<file path="config.mk">
export PLATFORM = sky130hd
export DESIGN_NAME = timer_counter_prescaler_ctc_unit
export DESIGN_NICKNAME = d
export VERILOG_FILES = /design/src/rtl/core/tmr_pkg.sv /design/src/rtl/core/tmr_prescaler.sv /design/src/rtl/core/tmr_core.sv /design/src/rtl/core/timer_counter_prescaler_ctc_unit.sv
export SDC_FILE = /design/constraint.sdc
export NUM_CORES = 1
export LEC_CHECK = 0
export BUFFER_PORTS_ARGS = -buffer_cell sky130_fd_sc_hd__buf_4
export CORE_MARGIN = 10
export CORE_UTILIZATION = 50
export DETAILED_ROUTE_END_ITERATION = 7
export PLACE_DENSITY = 0.77
export RECOVER_POWER = 50
export SYNTH_ARGS = -nofsm -noshare
export SYNTH_HDL_FRONTEND = slang
export SYNTH_SLANG_ARGS = --single-unit
</file>
<file path="constraint.sdc">
create_clock -name clk -period 3.3 [get_ports clk]
set_clock_uncertainty 0.15 [all_clocks]
set_input_delay 0.33 -clock clk [delete_from_list [all_inputs] [get_ports clk]]
set_output_delay 0.33 -clock clk [all_outputs]
set_load 0.01 [all_outputs]
</file>
<file path="src/rtl/core/tmr_pkg.sv">
// Shared types and constants for the timer/counter block.
package tmr_pkg;

    localparam int COUNT_WIDTH    = 8;
    localparam int PRESCALE_WIDTH = 10;
    localparam int BYTE_WIDTH     = 8;

    localparam logic [1:0] OP_TICK  = 2'd0;
    localparam logic [1:0] OP_READ  = 2'd1;
    localparam logic [1:0] OP_WRITE = 2'd2;

    localparam logic [2:0] REG_CONTROL = 3'd0;
    localparam logic [2:0] REG_COUNTER = 3'd1;
    localparam logic [2:0] REG_COMPARE = 3'd2;
    localparam logic [2:0] REG_MASK    = 3'd3;
    localparam logic [2:0] REG_FLAGS   = 3'd4;

    localparam logic [2:0] CS_STOP    = 3'd0;
    localparam logic [2:0] CS_DIV1    = 3'd1;
    localparam logic [2:0] CS_DIV8    = 3'd2;
    localparam logic [2:0] CS_DIV64   = 3'd3;
    localparam logic [2:0] CS_DIV256  = 3'd4;
    localparam logic [2:0] CS_DIV1024 = 3'd5;
    localparam logic [2:0] CS_FALL    = 3'd6;
    localparam logic [2:0] CS_RISE    = 3'd7;

    localparam int FLAG_OVF = 0;
    localparam int FLAG_CMP = 1;

    typedef struct packed {
        logic [1:0] operation;
        logic [2:0] reg_select;
        logic [7:0] write_data;
        logic       ext_pin;
    } tmr_in_t;

    typedef struct packed {
        logic [7:0] read_data;
        logic       overflow_flag;
        logic       compare_flag;
        logic       irq;
    } tmr_out_t;

    typedef struct packed {
        logic       tick;
        logic [2:0] clk_sel;
        logic       pin;
    } tick_ctrl_t;

    typedef struct packed {
        logic [1:0] flags;
        logic [1:0] enables;
    } tmr_status_t;

endpackage

</file>
<file path="src/rtl/core/tmr_prescaler.sv">
// Free-running prescaler, pin edge detector and count event select.
module tmr_prescaler (
    input  logic                clk,
    input  logic                rst_n,
    input  tmr_pkg::tick_ctrl_t ctrl,
    output logic                count_event
);
    import tmr_pkg::*;

    logic [PRESCALE_WIDTH-1:0] prescale_reg;
    logic [PRESCALE_WIDTH-1:0] prescale_next;
    logic                      pin_reg;

    assign prescale_next = prescale_reg + PRESCALE_WIDTH'(1);

    always_comb
    begin
        case (ctrl.clk_sel)
            CS_DIV1:    count_event = 1'b1;
            CS_DIV8:    count_event = (prescale_next[2:0] == 3'd0);
            CS_DIV64:   count_event = (prescale_next[5:0] == 6'd0);
            CS_DIV256:  count_event = (prescale_next[7:0] == 8'd0);
            CS_DIV1024: count_event = (prescale_next == '0);
            CS_FALL:    count_event = pin_reg && !ctrl.pin;
            CS_RISE:    count_event = !pin_reg && ctrl.pin;
            default:    count_event = 1'b0;
        endcase
    end

    always_ff @(posedge clk or negedge rst_n)
    begin
        if (!rst_n)
        begin
            prescale_reg <= '0;
            pin_reg      <= 1'b0;
        end
        else if (ctrl.tick)
        begin
            prescale_reg <= prescale_next;
            pin_reg      <= ctrl.pin;
        end
    end

endmodule

</file>
<file path="src/rtl/core/tmr_core.sv">
// Counter, compare, control, mask and flag registers with read and write decode.
module tmr_core (
    input  logic                 clk,
    input  logic                 rst_n,
    input  logic                 fire,
    input  tmr_pkg::tmr_in_t     item,
    input  logic                 count_event,
    output tmr_pkg::tick_ctrl_t  tick_ctrl,
    output tmr_pkg::tmr_out_t    result,
    output tmr_pkg::tmr_status_t status
);
    import tmr_pkg::*;

    logic [COUNT_WIDTH-1:0] count_reg,   count_next;
    logic [COUNT_WIDTH-1:0] compare_reg, compare_next;
    logic [3:0]             ctrl_reg,    ctrl_next;
    logic [1:0]             mask_reg,    mask_next;
    logic [1:0]             flags_reg,   flags_next;
    logic [COUNT_WIDTH-1:0] count_inc;
    logic                   is_tick;
    logic                   is_read;
    logic                   is_write;
    logic [7:0]             read_byte;

    assign is_tick  = (item.operation == OP_TICK);
    assign is_read  = (item.operation == OP_READ);
    assign is_write = (item.operation == OP_WRITE);

    assign tick_ctrl.tick    = fire && is_tick;
    assign tick_ctrl.clk_sel = ctrl_reg[2:0];
    assign tick_ctrl.pin     = item.ext_pin;

    always_comb
    begin
        if (ctrl_reg[3] && (count_reg == compare_reg))
            count_inc = '0;
        else
            count_inc = count_reg + COUNT_WIDTH'(1);
    end

    always_comb
    begin
        count_next   = count_reg;
        compare_next = compare_reg;
        ctrl_next    = ctrl_reg;
        mask_next    = mask_reg;
        flags_next   = flags_reg;
        if (is_tick && count_event)
        begin
            count_next = count_inc;
            if ((count_reg == {COUNT_WIDTH{1'b1}}) && (count_inc == '0))
                flags_next[FLAG_OVF] = 1'b1;
            if (count_inc == compare_reg)
                flags_next[FLAG_CMP] = 1'b1;
        end
        else if (is_write)
        begin
            case (item.reg_select)
                REG_CONTROL: ctrl_next    = item.write_data[3:0];
                REG_COUNTER: count_next   = COUNT_WIDTH'(item.write_data);
                REG_COMPARE: compare_next = COUNT_WIDTH'(item.write_data);
                REG_MASK:    mask_next    = item.write_data[1:0];
                REG_FLAGS:   flags_next   = flags_reg & ~item.write_data[1:0];
                default:     ;
            endcase
        end
    end

    always_comb
    begin
        case (item.reg_select)
            REG_CONTROL: read_byte = {4'd0, ctrl_reg};
            REG_COUNTER: read_byte = count_reg[7:0];
            REG_COMPARE: read_byte = compare_reg[7:0];
            REG_MASK:    read_byte = {6'd0, mask_reg};
            REG_FLAGS:   read_byte = {6'd0, flags_reg};
            default:     read_byte = 8'd0;
        endcase
    end

    assign result.read_data     = is_read ? read_byte : 8'd0;
    assign result.overflow_flag = flags_next[FLAG_OVF];
    assign result.compare_flag  = flags_next[FLAG_CMP];
    assign result.irq           = |(flags_next & mask_next);

    assign status.flags   = flags_reg;
    assign status.enables = mask_reg;

    always_ff @(posedge clk or negedge rst_n)
    begin
        if (!rst_n)
        begin
            count_reg   <= '0;
            compare_reg <= '0;
            ctrl_reg    <= '0;
            mask_reg    <= '0;
            flags_reg   <= '0;
        end
        else if (fire)
        begin
            count_reg   <= count_next;
            compare_reg <= compare_next;
            ctrl_reg    <= ctrl_next;
            mask_reg    <= mask_next;
            flags_reg   <= flags_next;
        end
    end

endmodule

</file>
<file path="src/rtl/core/timer_counter_prescaler_ctc_unit.sv">
// Top level: input stage, timer datapath and result register.
// Flow: an accepted beat is held in the input stage and is processed as it moves
// into the result register, which holds its result until it is taken.
// Throughput: one beat per cycle; the input stage and the result register
// both advance whenever the result register is empty or being taken.
// Reset: rst_n empties both stages and clears the prescaler, counter, compare,
// control, mask and flags at once; no clearing pass.
module timer_counter_prescaler_ctc_unit (
    input  logic              clk,
    input  logic              rst_n,
    input  logic              req_valid,
    output logic              req_ready,
    input  tmr_pkg::tmr_in_t  req,
    output logic              rsp_valid,
    input  logic              rsp_ready,
    output tmr_pkg::tmr_out_t rsp
);
    import tmr_pkg::*;

    logic                stage_valid_reg;
    tmr_in_t             stage_reg;
    logic                rsp_valid_reg;
    tmr_out_t            rsp_reg;
    logic                advance;
    logic                fire;
    logic                count_event;
    tick_ctrl_t          tick_ctrl;
    tmr_out_t            result;
    tmr_status_t         status;

    assign advance   = !rsp_valid_reg || rsp_ready;
    assign fire      = stage_valid_reg && advance;
    assign req_ready = !stage_valid_reg || advance;
    assign rsp_valid = rsp_valid_reg;
    assign rsp       = rsp_reg;

    tmr_prescaler u_prescaler (
        .clk         (clk),
        .rst_n       (rst_n),
        .ctrl        (tick_ctrl),
        .count_event (count_event)
    );

    tmr_core u_core (
        .clk         (clk),
        .rst_n       (rst_n),
        .fire        (fire),
        .item        (stage_reg),
        .count_event (count_event),
        .tick_ctrl   (tick_ctrl),
        .result      (result),
        .status      (status)
    );

    always_ff @(posedge clk or negedge rst_n)
    begin
        if (!rst_n)
        begin
            stage_valid_reg <= 1'b0;
            rsp_valid_reg   <= 1'b0;
        end
        else
        begin
            if (req_ready)
                stage_valid_reg <= req_valid;
            if (advance)
                rsp_valid_reg <= stage_valid_reg;
        end
    end

    always_ff @(posedge clk)
    begin
        if (req_ready && req_valid)
            stage_reg <= req;
        if (fire)
            rsp_reg <= result;
    end

    a_rsp_tracks_flags: assert property (@(posedge clk) disable iff (!rst_n)
        rsp_valid |-> (rsp.overflow_flag == status.flags[FLAG_OVF])
                   && (rsp.compare_flag == status.flags[FLAG_CMP])
                   && (rsp.irq == |(status.flags & status.enables)))
        else $error("result flags disagree with flag registers");

    a_fire_gives_rsp: assert property (@(posedge clk) disable iff (!rst_n)
        fire |=> rsp_valid)
        else $error("processed beat produced no result");

    a_flag_clear: assert property (@(posedge clk) disable iff (!rst_n)
        fire && (stage_reg.operation == OP_WRITE) && (stage_reg.reg_select == REG_FLAGS)
            && stage_reg.write_data[FLAG_OVF] |=> !status.flags[FLAG_OVF])
        else $error("overflow flag not cleared by write");

endmodule

</file>
==> flow_metrics.env <==
export IMPL_path_max_fanout=8
export IMPL_syn_area_per_cell_um2=10.9
export IMPL_required_ps=3240
export IMPL_num_nets_final=383
export IMPL_grt_pass1_wl_mm=13.2
export IMPL_maxSlewHeadroom_pct=-33.8
export IMPL_ir_worst_vdd_mv=0.367
export IMPL_overflow=0
export IMPL_fillCellCount=590
export IMPL_drt_iter0_drc=223
export IMPL_start_util_pct=51.6
export IMPL_post_dp_hpwl_mm=5.50
export IMPL_insertion_delay_ps=350
export IMPL_dpl_instance_area_um2=3760
export IMPL_synth_main_ff_cell="dfrtp_1"
export IMPL_seq_area_um2=1680
export IMPL_ys_warnings_count=0
export IMPL_drv_slew=38
export IMPL_multiInputGateArea_um2=1690
export IMPL_p_seq_share_pct=44.3
export IMPL_post_drt_wl_per_cell_um=16.8
export IMPL_synth_edf_count=25
export IMPL_ff2ff_path_depth=8
export IMPL_tns_ps=0
export IMPL_status="finished, violations left"
export IMPL_grt_max_degree=38
export IMPL_max_clock_freq_mhz=377
export IMPL_p_sw_uw=964
export IMPL_synth_top_cells_by_count="dfrtp_1, nand2_1, nor2_1, edfxtp_1, mux2_2"
export IMPL_tightest_slew_ps=2010
export IMPL_first_pass_iters=5
export IMPL_final_layout_size_suffix_gt1_share_pct=20.7
export IMPL_worst_setup_path_end_kind="flop"
export IMPL_sw_frac_of_total_pct=35.1
export IMPL_portBuffers=30
export IMPL_cts_num_sinks=62
export IMPL_dr_total_vias=2663
export IMPL_cts_root_buf="clkbuf_8"
export IMPL_grt_antenna_before_repair=0
export IMPL_synth_seq_cells=62
export IMPL_setup_viol=0
export IMPL_ctsResizeCount=0
export IMPL_clk_pin_slew_ps=70
export IMPL_areaGrowthSynthToFinish_pct=15.4
export IMPL_period_share_pct=80.4
export IMPL_power_frac_comb_pct=28.1
export IMPL_min_path_cells=1
export IMPL_synth_area_um2=3520
export IMPL_yosysTopAreaCell="dfrtp_1"
export IMPL_power_leakage_uw=0.00160
export IMPL_pwr_share_clk_pct=27.6
export IMPL_largest_reg_flops=14
export IMPL_tritoncts="done"
export IMPL_grt_pass1_vias=2633
export IMPL_hold_viol_final=0
export IMPL_fin_crit_ps=2650
export IMPL_wl_mm=7.77
export IMPL_synth_area_top_cells="dfrtp_1, edfxtp_1, mux2_2, xor2_1, nand2_1"
export IMPL_num_antenna_cells=0
export IMPL_critPathKind="reg2reg"
export IMPL_critPathLaunchType="flop"
export IMPL_grt_setup_unrepaired="no"
export IMPL_synth_most_common_cell="dfrtp_1"
export IMPL_hold_path_class="in2reg"
export IMPL_finalInstanceArea_um2=4070
export IMPL_cts_made_buffers=9
export IMPL_netlist_instances=324
export IMPL_routabilityCongestion=0.919
export IMPL_intPower_uw=1780
export IMPL_cap_violations=1
export IMPL_yosysUniqueCellTypes=62
export IMPL_ioPinCount=31
export IMPL_die_area_um2=10800
export IMPL_routed_via_density=5.75
export IMPL_die_h_um=104
export IMPL_final_cell_count_no_fill=463
export IMPL_h_tree_depth=3
export IMPL_worstPathArrival_ps=2590
export IMPL_seq_area_frac_synth_pct=47.6
export IMPL_drc=0
export IMPL_row_count=30
export IMPL_grt_usage_pct=14.8
export IMPL_power_density_nw_per_um2=676
export IMPL_dp_cells=433
export IMPL_core_area_um2=6830
export IMPL_failed_checks="max-capacitance violations, max-slew violations"
export IMPL_async_flop_share_pct=59.7
export IMPL_yosysTopAreaCellShare_pct=26.3
export IMPL_max_clock_path_buffers=2
export IMPL_synthesis_nets=345
export IMPL_ant_nets=0
export IMPL_die_x_um=104
[power by group through the flow]
stage	sequential [uW]	combinational, uW	clock, uW
2_1_floorplan	1060	784	0
3_3_place_gp	1220	747	0
3_5_place_dp	1220	753	0
4_1_cts	1210	778	768
5_1_grt	1240	857	799
6_report	1220	772	758
[cell type report]
type                       count  area share [%]
sequential                    62            41.2
timing repair buffer          46            8.06
multi-input combinational    235            41.5
clock buffer                  10            3.38
clock inverter                 6            2.09
inverter                       8           0.738
tap                           96            2.95
[cell families (layout without fill, tap and decap cells)]
family	Yosys count	count (layout)	share of synthesized area [%]
AND/OR/NAND/NOR	121	121	18.0
flip-flops	62	62	47.6
AO/OA/AOI/OAI	61	61	14.7
XOR/XNOR	27	27	6.71
buffers and inverters	27	70	4.51
multiplexers	23	23	7.49
adder cells (fa/ha/maj)	3	3	1.07
[placed cells by master (no fill, tap or decap), types with 12 or more instances in the layout]
cell,instances
dfrtp_1,37
nand2_1,33
mux2_2,17
clkbuf_4,14
dlygate4sd3_1,14
xor2_1,15
nor2_1,26
edfxtp_1,25
clkbuf_1,14
xnor2_1,12
[repair_timing]
item | in CTS | in global routing
buffers inserted | 0 | 0
hold buffers | 14 | 0
endpoints found under the hold margin | 50 | 0
endpoints found under the setup margin | 0 | 0
[per-stage QoR]
stage | utilization [%] | hold slack, ps | worst slack [ps] | power [uW]
2_1_floorplan | - | -116 | 1020 | 1840
3_3_place_gp | 55.0 | 169 | 729 | 1960
3_5_place_dp | 55.0 | 172 | 678 | 1980
4_1_cts | 60.3 | 1.37 | 667 | 2750
5_1_grt | 59.5 | 31.4 | 509 | 2900
6_report | 59.5 | 31.8 | 648 | 2750
[metal layers]
metal / part of all wire [%] / track usage (%)
met2: 44 / 21.4
met4: 2.5 / 8.55
met5: 0 / 0
met3: 6.5 / 3.72
met1: 47 / 19.4
[final timing paths]
kind / start / endpoint / slack, ps
setup / recovery: u_prescaler.prescale_reg[0] / rsp[0] / 650
hold / removal: req[11] / stage_reg[11] / 30
setup reg to reg: u_prescaler.prescale_reg[0] / rsp[0] / 650
hold reg to reg: stage_valid_reg / rsp_valid / 360
max in group asynchronous: rst_n / u_prescaler.prescale_reg[8] / 910
min in group asynchronous: rst_n / u_core.count_reg[1] / 930
[worst max-delay path: stages (launching register included)]
cell      delay [ps]
dfrtp_1          450
ha_1             300
nand3_2          220
o21a_1           250
a211o_1          280
o211ai_2         180
nand2_1          200
nand4b_1         220
o211ai_1         150
Note: power is estimated with default switching activity, not from simulation.
